## src/design/jsle_pkg.sv

```systemverilog
package jsle_pkg;

  // Longest expansion of one item: opening quote, held prefix, a six-character
  // escape, closing quote. An opening quote clears any held prefix, so the
  // practical maximum is nine, but ten slots keep the packing simple.
  localparam int unsigned MaxChars  = 10;
  localparam int unsigned CntWidth  = $clog2(MaxChars + 1);
  localparam int unsigned BodyChars = 6;

  localparam logic [7:0] ChQuote     = 8'h22;
  localparam logic [7:0] ChBackslash = 8'h5c;
  localparam logic [7:0] ChNewline   = 8'h0a;
  localparam logic [7:0] ChReturn    = 8'h0d;
  localparam logic [7:0] ChTab       = 8'h09;
  localparam logic [7:0] ChLess      = 8'h3c;
  localparam logic [7:0] ChGreater   = 8'h3e;
  localparam logic [7:0] ChAmp       = 8'h26;
  localparam logic [7:0] ChZero      = 8'h30;
  localparam logic [7:0] ChTwo       = 8'h32;
  localparam logic [7:0] ChEight     = 8'h38;
  localparam logic [7:0] ChNine      = 8'h39;
  localparam logic [7:0] ChLowerN    = 8'h6e;
  localparam logic [7:0] ChLowerR    = 8'h72;
  localparam logic [7:0] ChLowerT    = 8'h74;
  localparam logic [7:0] ChLowerU    = 8'h75;
  localparam logic [7:0] CtrlLimit   = 8'h20;

  localparam logic [7:0] ByteE2 = 8'he2;
  localparam logic [7:0] Byte80 = 8'h80;
  localparam logic [7:0] ByteA8 = 8'ha8;
  localparam logic [7:0] ByteA9 = 8'ha9;

  // Held UTF-8 prefix.
  localparam logic [1:0] PhaseNone = 2'd0;
  localparam logic [1:0] PhaseE2   = 2'd1;
  localparam logic [1:0] PhaseE280 = 2'd2;

  typedef struct packed {
    logic [7:0] data_byte;
    logic       has_byte;
    logic       first_of_string;
    logic       last_of_string;
  } jsle_in_t;

  typedef struct packed {
    logic [7:0] out_char;
    logic       run_last;
    logic       literal_end;
  } jsle_out_t;

  // One classified item: its characters in output order, slot 0 first.
  typedef struct packed {
    logic [MaxChars-1:0][7:0] chars;
    logic [CntWidth-1:0]      cnt;
    logic                     close;
  } jsle_job_t;

  typedef struct packed {
    logic [BodyChars-1:0][7:0] chars;
    logic [2:0]                len;
  } jsle_body_t;

  function automatic logic [7:0] hex_digit(input logic [3:0] v);
    hex_digit = (v < 4'd10) ? (ChZero + {4'd0, v}) : (8'h57 + {4'd0, v});
  endfunction

  // Escaped form of one ordinary byte (never called for the E2 lead byte).
  function automatic jsle_body_t escape_byte(input logic [7:0] b);
    jsle_body_t r;
    r = '0;
    unique case (b)
      ChQuote, ChBackslash: begin
        r.chars[0] = ChBackslash;
        r.chars[1] = b;
        r.len      = 3'd2;
      end
      ChNewline: begin
        r.chars[0] = ChBackslash;
        r.chars[1] = ChLowerN;
        r.len      = 3'd2;
      end
      ChReturn: begin
        r.chars[0] = ChBackslash;
        r.chars[1] = ChLowerR;
        r.len      = 3'd2;
      end
      ChTab: begin
        r.chars[0] = ChBackslash;
        r.chars[1] = ChLowerT;
        r.len      = 3'd2;
      end
      default: begin
        if (b < CtrlLimit || b == ChLess || b == ChGreater || b == ChAmp) begin
          // The byte's own lowercase hex value gives \u003c, \u003e and \u0026 as well.
          r.chars[0] = ChBackslash;
          r.chars[1] = ChLowerU;
          r.chars[2] = ChZero;
          r.chars[3] = ChZero;
          r.chars[4] = hex_digit(b[7:4]);
          r.chars[5] = hex_digit(b[3:0]);
          r.len      = 3'd6;
        end else begin
          r.chars[0] = b;
          r.len      = 3'd1;
        end
      end
    endcase
    return r;
  endfunction

endpackage

```

## src/design/jsle_front.sv

```systemverilog
module jsle_front
  import jsle_pkg::*;
(
  input  logic      clk_i,
  input  logic      rst_ni,
  input  logic      take_i,
  input  jsle_in_t  item_i,
  output jsle_job_t job_o,
  output logic      job_valid_o
);

  logic [1:0] phase_q, phase_d;
  logic [1:0] phase_cur;
  logic [1:0] flush_a, flush_b;
  jsle_body_t body;
  jsle_job_t  job;
  logic [CntWidth-1:0] n;

  always_comb begin
    phase_cur = item_i.first_of_string ? PhaseNone : phase_q;
    phase_d   = phase_cur;
    flush_a   = 2'd0;
    flush_b   = 2'd0;
    body      = '0;

    if (item_i.has_byte) begin
      if (phase_cur == PhaseE2 && item_i.data_byte == Byte80) begin
        phase_d = PhaseE280;
      end else if (phase_cur == PhaseE280 &&
                   (item_i.data_byte == ByteA8 || item_i.data_byte == ByteA9)) begin
        body.chars[0] = ChBackslash;
        body.chars[1] = ChLowerU;
        body.chars[2] = ChTwo;
        body.chars[3] = ChZero;
        body.chars[4] = ChTwo;
        body.chars[5] = (item_i.data_byte == ByteA8) ? ChEight : ChNine;
        body.len      = 3'd6;
        phase_d       = PhaseNone;
      end else begin
        // Unused phase code three flushes nothing.
        flush_a = (phase_cur == PhaseE2) ? 2'd1 : (phase_cur == PhaseE280) ? 2'd2 : 2'd0;
        if (item_i.data_byte == ByteE2) begin
          phase_d = PhaseE2;
        end else begin
          body    = escape_byte(item_i.data_byte);
          phase_d = PhaseNone;
        end
      end
    end

    if (item_i.last_of_string) begin
      flush_b = (phase_d == PhaseE2) ? 2'd1 : (phase_d == PhaseE280) ? 2'd2 : 2'd0;
      phase_d = PhaseNone;
    end
  end

  // Pack the pieces into consecutive slots.
  always_comb begin
    job = '0;
    n   = '0;
    if (item_i.first_of_string) begin
      job.chars[n] = ChQuote;
      n = n + 1'b1;
    end
    if (flush_a != 2'd0) begin
      job.chars[n] = ByteE2;
      n = n + 1'b1;
    end
    if (flush_a == 2'd2) begin
      job.chars[n] = Byte80;
      n = n + 1'b1;
    end
    for (int i = 0; i < BodyChars; i++) begin
      if (3'(i) < body.len) begin
        job.chars[n] = body.chars[i];
        n = n + 1'b1;
      end
    end
    if (flush_b != 2'd0) begin
      job.chars[n] = ByteE2;
      n = n + 1'b1;
    end
    if (flush_b == 2'd2) begin
      job.chars[n] = Byte80;
      n = n + 1'b1;
    end
    if (item_i.last_of_string) begin
      job.chars[n] = ChQuote;
      n = n + 1'b1;
    end
    job.cnt   = n;
    job.close = item_i.last_of_string;
  end

  always_ff @(posedge clk_i or negedge rst_ni) begin
    if (!rst_ni) begin
      phase_q <= PhaseNone;
    end else if (take_i) begin
      phase_q <= phase_d;
    end
  end

  assign job_o       = job;
  assign job_valid_o = take_i && (n != '0);

endmodule

```

## src/design/jsle_fifo.sv

```systemverilog
module jsle_fifo
  import jsle_pkg::*;
#(
  parameter int unsigned Depth = 2
) (
  input  logic      clk_i,
  input  logic      rst_ni,
  input  logic      wr_i,
  input  jsle_job_t wdata_i,
  input  logic      rd_i,
  output jsle_job_t rdata_o,
  output logic      full_o,
  output logic      empty_o
);

  localparam int unsigned PtrWidth = (Depth > 1) ? $clog2(Depth) : 1;
  localparam int unsigned CntW     = $clog2(Depth + 1);
  localparam logic [PtrWidth-1:0] LastPtr = PtrWidth'(Depth - 1);

  jsle_job_t [Depth-1:0] mem_q;
  logic [PtrWidth-1:0] wptr_q, rptr_q;
  logic [CntW-1:0]     cnt_q;
  logic                do_wr, do_rd;

  assign full_o  = (cnt_q == CntW'(Depth));
  assign empty_o = (cnt_q == '0);
  assign do_wr   = wr_i && !full_o;
  assign do_rd   = rd_i && !empty_o;
  assign rdata_o = mem_q[rptr_q];

  always_ff @(posedge clk_i) begin
    if (do_wr) begin
      mem_q[wptr_q] <= wdata_i;
    end
  end

  always_ff @(posedge clk_i or negedge rst_ni) begin
    if (!rst_ni) begin
      wptr_q <= '0;
      rptr_q <= '0;
      cnt_q  <= '0;
    end else begin
      if (do_wr) begin
        wptr_q <= (wptr_q == LastPtr) ? '0 : wptr_q + 1'b1;
      end
      if (do_rd) begin
        rptr_q <= (rptr_q == LastPtr) ? '0 : rptr_q + 1'b1;
      end
      if (do_wr && !do_rd) begin
        cnt_q <= cnt_q + 1'b1;
      end else if (do_rd && !do_wr) begin
        cnt_q <= cnt_q - 1'b1;
      end
    end
  end

endmodule

```

## src/design/jsle_back.sv

```systemverilog
module jsle_back
  import jsle_pkg::*;
(
  input  logic      clk_i,
  input  logic      rst_ni,
  input  jsle_job_t job_i,
  input  logic      job_avail_i,
  output logic      job_take_o,
  input  logic      pop_i,
  output logic      empty_o,
  output jsle_out_t result_o
);

  logic [MaxChars-1:0][7:0] chars_q;
  logic [CntWidth-1:0]      rem_q;
  logic                     close_q;
  logic                     done;

  assign empty_o    = (rem_q == '0);
  // The current job is finished when it is empty or its last character leaves now.
  assign done       = empty_o || (pop_i && rem_q == CntWidth'(1));
  assign job_take_o = done && job_avail_i;

  assign result_o.out_char    = chars_q[0];
  assign result_o.run_last    = (rem_q == CntWidth'(1));
  assign result_o.literal_end = close_q && (rem_q == CntWidth'(1));

  always_ff @(posedge clk_i) begin
    if (job_take_o) begin
      chars_q <= job_i.chars;
      close_q <= job_i.close;
    end else if (pop_i && !empty_o) begin
      chars_q <= {8'h00, chars_q[MaxChars-1:1]};
    end
  end

  always_ff @(posedge clk_i or negedge rst_ni) begin
    if (!rst_ni) begin
      rem_q <= '0;
    end else if (job_take_o) begin
      rem_q <= job_i.cnt;
    end else if (pop_i && !empty_o) begin
      rem_q <= rem_q - 1'b1;
    end
  end

endmodule

```

## src/design/js_string_literal_escaper.sv

```systemverilog
// An accepted item is written into the job queue, and the output stage loads it from there
// when idle and presents its first result; results then leave one per cycle while pop is asserted.
// Throughput: one item per cycle at the input while the job queue has room; the output
// stage serializes one character per pop, so an item with n results holds it until all n leave.
// Reset (rst_ni low, asynchronous) clears the held prefix, the queue and the output stage.
module js_string_literal_escaper
  import jsle_pkg::*;
#(
  parameter int unsigned QueueDepth = 2
) (
  input  logic      clk_i,
  input  logic      rst_ni,
  input  logic      push,
  output logic      full,
  input  jsle_in_t  item_i,
  input  logic      pop,
  output logic      empty,
  output jsle_out_t result_o
);

  // The front classifies each item into a packed list of output characters and
  // tracks the held UTF-8 prefix (E2 or E2 80) across items. Items that cause
  // no result, such as a held E2 in mid-string, never enter the queue.
  jsle_job_t front_job;
  logic      front_valid;
  logic      take;

  // A short queue decouples the classifier from the serializer, so the input
  // keeps flowing while a long escape sequence drains on the output side.
  jsle_job_t q_job;
  logic      q_full, q_empty;
  logic      q_take;

  // Full only reflects the queue, not the state of the output stage.
  assign full = q_full;
  assign take = push && !q_full;

  jsle_front u_front (
    .clk_i       (clk_i),
    .rst_ni      (rst_ni),
    .take_i      (take),
    .item_i      (item_i),
    .job_o       (front_job),
    .job_valid_o (front_valid)
  );

  jsle_fifo #(
    .Depth (QueueDepth)
  ) u_fifo (
    .clk_i   (clk_i),
    .rst_ni  (rst_ni),
    .wr_i    (front_valid),
    .wdata_i (front_job),
    .rd_i    (q_take),
    .rdata_o (q_job),
    .full_o  (q_full),
    .empty_o (q_empty)
  );

  // The back stage holds the job being emitted and presents its oldest
  // character; it refills from the queue in the same cycle its last one leaves.
  jsle_back u_back (
    .clk_i       (clk_i),
    .rst_ni      (rst_ni),
    .job_i       (q_job),
    .job_avail_i (!q_empty),
    .job_take_o  (q_take),
    .pop_i       (pop),
    .empty_o     (empty),
    .result_o    (result_o)
  );

endmodule
```

## config.mk

```make
export PLATFORM = sky130hd
export DESIGN_NAME = js_string_literal_escaper
export DESIGN_NICKNAME = d
export VERILOG_FILES = /design/src/design/jsle_pkg.sv /design/src/design/jsle_front.sv /design/src/design/jsle_fifo.sv /design/src/design/jsle_back.sv /design/src/design/js_string_literal_escaper.sv
export SDC_FILE = /design/constraint.sdc
export NUM_CORES = 1
export LEC_CHECK = 0
export BUFFER_PORTS_ARGS = -buffer_cell sky130_fd_sc_hd__buf_2
export CELL_PAD_IN_SITES_DETAIL_PLACEMENT = 2
export CELL_PAD_IN_SITES_GLOBAL_PLACEMENT = 2
export CORE_UTILIZATION = 39
export DETAILED_ROUTE_END_ITERATION = 10
export PLACE_DENSITY = 0.8
export SLEW_MARGIN = 20
export SYNTH_ARGS = -nofsm -noshare
export SYNTH_HDL_FRONTEND = slang
export SYNTH_SLANG_ARGS = --single-unit
```

## constraint.sdc

```tcl
create_clock -name clk_i -period 9.7 [get_ports clk_i]
set_input_delay 1.94 -clock clk_i [delete_from_list [all_inputs] [get_ports clk_i]]
set_output_delay 1.94 -clock clk_i [all_outputs]
set_load 0.1 [all_outputs]
```

* Word level (Yosys, flattened, before mapping)
Cells that the tools add are included.
** Word-level totals
- Word-level logic and storage cells :: 262
- Output and inout port bits :: 12
- Register bits :: 261
- Input bits :: 15
** Operators by class
- Multiplexer cells :: 90
- Equal/unequal tests :: 20
- $add $sub $neg :: 20
- Reduce and logical (&&, ||, !) cells :: 43
- Order comparisons :: 34
- Bitwise operators :: 15
** Operator list (count)
- 2-to-1 mux 80 bit :: 13
- bitwise mux 80 bit :: 6
- demux 8 bit (select 4 bit) :: 11
- 2-to-1 mux 85 bit :: 3
- 2-to-1 mux 51 bit :: 4
- bitwise mux 170 bit :: 1
- AND 70 bit :: 2
- NOT 70 bit :: 2
- 2-to-1 mux 8 bit :: 13
- demux 85 bit (select 1 bit) :: 1
- NOT 40 bit :: 2
- one-hot mux 19 bit (4 select lines) :: 1
- AND 60 bit :: 1
- NOT 60 bit :: 1
- 2-to-1 mux 4 bit :: 13
- less-than comparator 4 x 5 -> 1 bit, second input constant :: 10
- adder 4 x 1 -> 4 bit, second input constant :: 10
- AND 4 x 40 -> 40 bit :: 1
- AND 40 bit :: 1
- greater-or-equal comparator 4 x 1 -> 1 bit, second input constant :: 10
- 2-to-1 mux 40 bit :: 1
- bitwise OR 2 x 40 -> 40 bit :: 1
- bitwise OR 40 bit :: 1
- == test 8 x 6 -> 1 bit, second input constant :: 4
- other kinds (37) :: 109

* Longest topological paths before layout
- Depth after elaboration :: 36
- Depth in mapped cells :: 40
- Gate-level depth less buffers :: 39

* Modules after synthesis
Synthesis repeated with hierarchy kept, for this count alone.
** Second synthesis, totals
- Cell total of the unflattened synthesis :: 1479
- Area, all modules :: 15584.9 um^2
** Modules (own cells, without submodules)
- jsle_fifo :: times used 1, area an instance 6535.0 um^2, sequential area each 5205.0 um^2, cells an instance 284
- jsle_front :: times used 1, area an instance 5292.6 um^2, sequential area each 50.0 um^2, cells an instance 832
- jsle_back :: times used 1, area an instance 3739.8 um^2, sequential area each 2532.4 um^2, cells an instance 361
- js_string_literal_escaper :: times used 1, area an instance 17.5 um^2, sequential area each 0.0 um^2, cells an instance 2

* Least setup slack after synthesis
No wires, ideal clock.
- Path kind :: in2reg
- Start point :: input item_i[3] (netlist name)
- End point :: register u_fifo.mem_q[0] (netlist name) (enable)
- Arrival :: 11.065 ns
- Library setup time :: 0.450 ns
- Path buffers :: 1
- Cell stages on the path :: 36
- Required time :: 9.250 ns
- Slack :: -1.815 ns
- Path through :: inv_1 > ha_1 > buf_2 > nor2_1 > o31ai_1 > inv_1 > ha_1 > a21o_1 > ha_1 > nor2_1 > o21ai_0 > nand2_1 > inv_1 > ha_1 > nand2b_1 > nand2_1 > ha_1 > nand2_1 > nand2_1 > ha_1 > o21ai_0 > ha_1 > o21ai_0 > ha_1 > o22ai_1 > a21oi_1 > inv_1 > ha_1 > inv_1 > or3_1 > nand3_1 > mux2_2 > xnor2_2 > nand4_1 > xnor2_1 > o21a_1
** RTL lines
- from (decl) :: RTL line js_string_literal_escaper.sv:15 : input jsle_in_t item_i,
- to (signal, indexed assignment) :: RTL line jsle_fifo.sv:33 : mem_q[wptr_q] <= wdata_i;
- to (decl) :: RTL line jsle_fifo.sv:20 : jsle_job_t [Depth-1:0] mem_q;

* Worst setup path in the final report
- Start point :: input item_i[3] (netlist name)
- End point :: register u_fifo.cnt_q[1]
** Between the ends
- Cells in the longest elaborated chain, start to end :: 34
- Elaborated cells on any way between the ends :: 77
- Those cells by class :: add/sub (10); order compare (7); eq/ne (16); mux (28); reduce/logical (16)
** RTL lines
- == test 8 bit, or another cell as far along :: RTL line jsle_front.sv:30 : (item_i.data_byte == ByteA8 || item_i.data_byte == ByteA9)) begin
- logical OR 1 bit, on equally long branches :: RTL line jsle_front.sv:30, jsle_pkg.sv:93
- logical AND 1 bit or logical OR 1 bit (tied branches) :: RTL line jsle_front.sv:29, jsle_pkg.sv:93
- 2-to-1 mux 2 bit or logical OR 1 bit (tied branches) :: RTL line jsle_front.sv:29, jsle_pkg.sv:93
- 2-to-1 mux 2 bit or 2-to-1 mux 11 bit (tied branches) :: RTL line jsle_front.sv:27, jsle_pkg.sv:93
- 2-to-1 mux 2 bit or one-hot mux 19 bit (4 select lines) (tied branches) :: RTL line jsle_front.sv:26, jsle_pkg.sv:71
- nonzero test 2 bit or 2-to-1 mux 51 bit (tied branches) :: RTL line jsle_front.sv:65, jsle_front.sv:42
- 2-to-1 mux 4 bit or 2-to-1 mux 51 bit (tied branches) :: RTL line jsle_front.sv:65, jsle_front.sv:29
- (+19 left out)
- 2-to-1 mux 4 bit * :: RTL line jsle_front.sv:87 : if (item_i.last_of_string) begin
- nonzero test 4 bit * :: RTL line jsle_front.sv:104 : assign job_valid_o = take_i && (n != '0);
- logical AND 1 bit * :: RTL line jsle_front.sv:104
- logical AND 1 bit * :: RTL line jsle_fifo.sv:27 : assign do_wr = wr_i && !full_o;
- named net u_fifo.do_wr :: RTL line jsle_fifo.sv:23 : logic do_wr, do_rd;
- logical NOT 1 bit :: RTL line jsle_fifo.sv:51 : end else if (do_rd && !do_wr) begin
- logical AND 1 bit :: RTL line jsle_fifo.sv:51
- nonzero test 2 bit (no source line)
- to (signal assigned) :: RTL line jsle_fifo.sv:50 : cnt_q <= cnt_q + 1'b1;
- to (signal assigned) :: RTL line jsle_fifo.sv:52 : cnt_q <= cnt_q - 1'b1;
- to (decl) :: RTL line jsle_fifo.sv:22 : logic [CntW-1:0] cnt_q;
Mark *: on every way through the listed nets, which the timed path passes. The rest lies on a longest branch.
A chain may end at the register's enable or synchronous reset.

==> out/results.ini <==
[placement]
postPlaceCellArea_um2=16600
place_ws_ns=-0.236
dp_hpwl_mm=45.5
gp_congestion=1.01
port_buffers=26

[finish]
final_area_um2=17400
antenna_cells=0
nets=1551
final_cell_mix=edfxtp_1 (251), nand2_1 (183), o21ai_0 (108)
fillers=4069
drive_gt1_frac=0.151
final_common_cell=edfxtp_1
syn2layout_area_growth_pct=12.5

[routing]
dr.pass1.iters=6
avgViaCountPerCell=6.18
totalWireLength_mm=59.8
drtIter0Drc=1060
wire_per_inst_um=29.5
drc=0
ant_nets=0
vias=12500

[cts]
cts_setup_buffers=0
clkSinkCount=261
cts_inserted_buffers=28
post_cts_resized=0
holdBufCountCts=0
clock_path_buffers=3
clock-root-buffer=clkbuf_16
clk_latency_ns=0.55
htreeDepth=1
cts.clk_slew.worst_paths_ns=0.06
cts_tree=done

[die]
dieArea_um2=40500
die_h_um=201
die_x_um=201
core_um2=38900
start_util=0.398
ios=27
fp-row-count=72

[sta]
finalWorstSetupSlack_ns=0.343
setup_viol=0
max_freq_mhz=107
fin_crit_ns=9.36
skew_ns=0.0230
finalCritPeriodShare=0.965
hold_viol_final=0
final.setup.tns_ns=0
max_slew_margin=0.308
drv_slew=0
tightest_slew_ns=1.03
fin_hold_ws_ns=0.527

[grt]
grt_util_all_layers=0.295
grt_pass1_wl_mm=89.3
grt_overflow=0
grt_max_degree=108
antenna_found_initial=0
grt_pass1_vias=13400

[yosys]
synth_area_um2=15500
synth-edff-count=251
synth_seq_cells=261
yosys-top-cells-area=edfxtp_1 (49%), mux2i_1 (5.7%), nand2_1 (4.5%), ha_1 (4.0%), o21ai_0 (3.6%)
synth_ff_type=edfxtp_1
synthArstFlopShare=0.0383
synth_cell_types=108
ys_seq_area_frac=0.503
ys_warn_count=0
avgSynthCellArea_um2=10.9
synth_top_area_cell=edfxtp_1
synth_top_area_share=0.486
syn_inst=1427

[worst_setup_path]
critPathMaxStageDelay_ns=0.54
crit_arrival_ns=9.81
cp_max_fo=4
crit_top_cell=ha_1
path_class=input pin to flip-flop
slowest_stage=or4_1
cp.required_ns=10.15
cp-start-kind=input pin
crit_path_end_kind=flip-flop

[power]
powerDensity_nw_per_um2=241
total_power_mw=4.20
leakage_nw=6.47
irDropWorstVdd_mv=0.135

[hold_path]
hold_class=flip-flop to flip-flop

[run]
drv_cap=0

[run_status]
run_status=finished, final reports clean

[critical path: cells and delay by family]
family,cells,cell delay (ns)
AO/OA/AOI/OAI,8,1.50
buffers and inverters,5,0.44
AND/OR/NAND/NOR,13,2.53
adder cells (fa/ha/maj),10,2.75
XOR/XNOR,3,0.42
multiplexers,1,0.21
[flip-flops by register name, indices dropped and copies added (netlist names)]
name,cells
u_fifo.mem_q,170
u_back.chars_q,72
u_back.result_o,8
u_back.rem_q,4
u_fifo.cnt_q,2
u_front.phase_q,2
u_back.close_q,1
u_fifo.rptr_q,1
u_fifo.wptr_q,1
[worst paths after layout]
check,slack (ns),startpoint,cells past startpoint,endpoint
setup / recovery,0.34,item_i[3],40,u_fifo.cnt_q[1]
hold / removal,0.53,u_back.chars_q[65],2,u_back.chars_q[57]
setup reg to reg,1.83,u_front.phase_q[0],36,u_fifo.cnt_q[1]
hold reg to reg,0.53,u_back.chars_q[65],2,u_back.chars_q[57]
max in group asynchronous,8.17,rst_ni,1,u_fifo.rptr_q
min in group asynchronous,1.27,rst_ni,1,u_front.phase_q[1]
[layout make-up]
| cell class | count | area (um2) | share of cell area |
|---|---|---|---|
| clock buffer | 36 | 752 | 0.0431 |
| clock inverter | 13 | 71.3 | 0.00409 |
| inverter | 41 | 154 | 0.00883 |
| multi-input combinational | 1050 | 7250 | 0.416 |
| sequential | 261 | 7790 | 0.447 |
| tap | 518 | 648 | 0.0372 |
| timing repair buffer | 105 | 768 | 0.0441 |
[stage by stage]
step	std cells	util
floorplan	1430	-
global placement	1975	0.426
detailed placement	1975	0.426
CTS	2024	0.448
finish	2024	0.448
global route	2024	0.448
[synthesized netlist by cell type, types with 15 or more instances]
| cell type | instances |
|---|---|
| clkbuf_1 | 44 |
| o22ai_1 | 15 |
| a21oi_1 | 64 |
| and2_1 | 15 |
| buf_2 | 15 |
| a211oi_1 | 21 |
| nor3_1 | 29 |
| nand4_1 | 16 |
| a31oi_1 | 17 |
| inv_1 | 40 |
| xnor2_1 | 20 |
| edfxtp_1 | 251 |
| nand3_1 | 50 |
| nand2_1 | 184 |
| nor2_1 | 95 |
| o21ai_0 | 111 |
| ha_1 | 49 |
| mux2i_1 | 88 |
[logic make-up after synthesis]
family	count (synthesis)	synth area share
XOR/XNOR	36	0.0289
AO/OA/AOI/OAI	368	0.168
adder cells (fa/ha/maj)	49	0.0396
other	1	0.000242
multiplexers	95	0.0619
buffers and inverters	119	0.0354
flip-flops	261	0.503
AND/OR/NAND/NOR	498	0.164
[power by group]
part | total (mW) | internal [mW] | switching [mW]
clock network | 0.978 | 0.544 | 0.434
logic | 1.33 | 0.393 | 0.932
registers | 1.90 | 1.72 | 0.180
total | 4.20 | 2.66 | 1.55
[routing by layer]
| metal | GRT usage | wire [um] | share of wire |
|---|---|---|---|
| met1 | 0.380 | 25100 | 0.42 |
| met2 | 0.498 | 28900 | 0.48 |
| met3 | 0.0420 | 3370 | 0.056 |
| met4 | 0.117 | 2410 | 0.040 |
| met5 | 0 | 0 | 0 |
No activity file was read; power rests on OpenSTA's default activity.
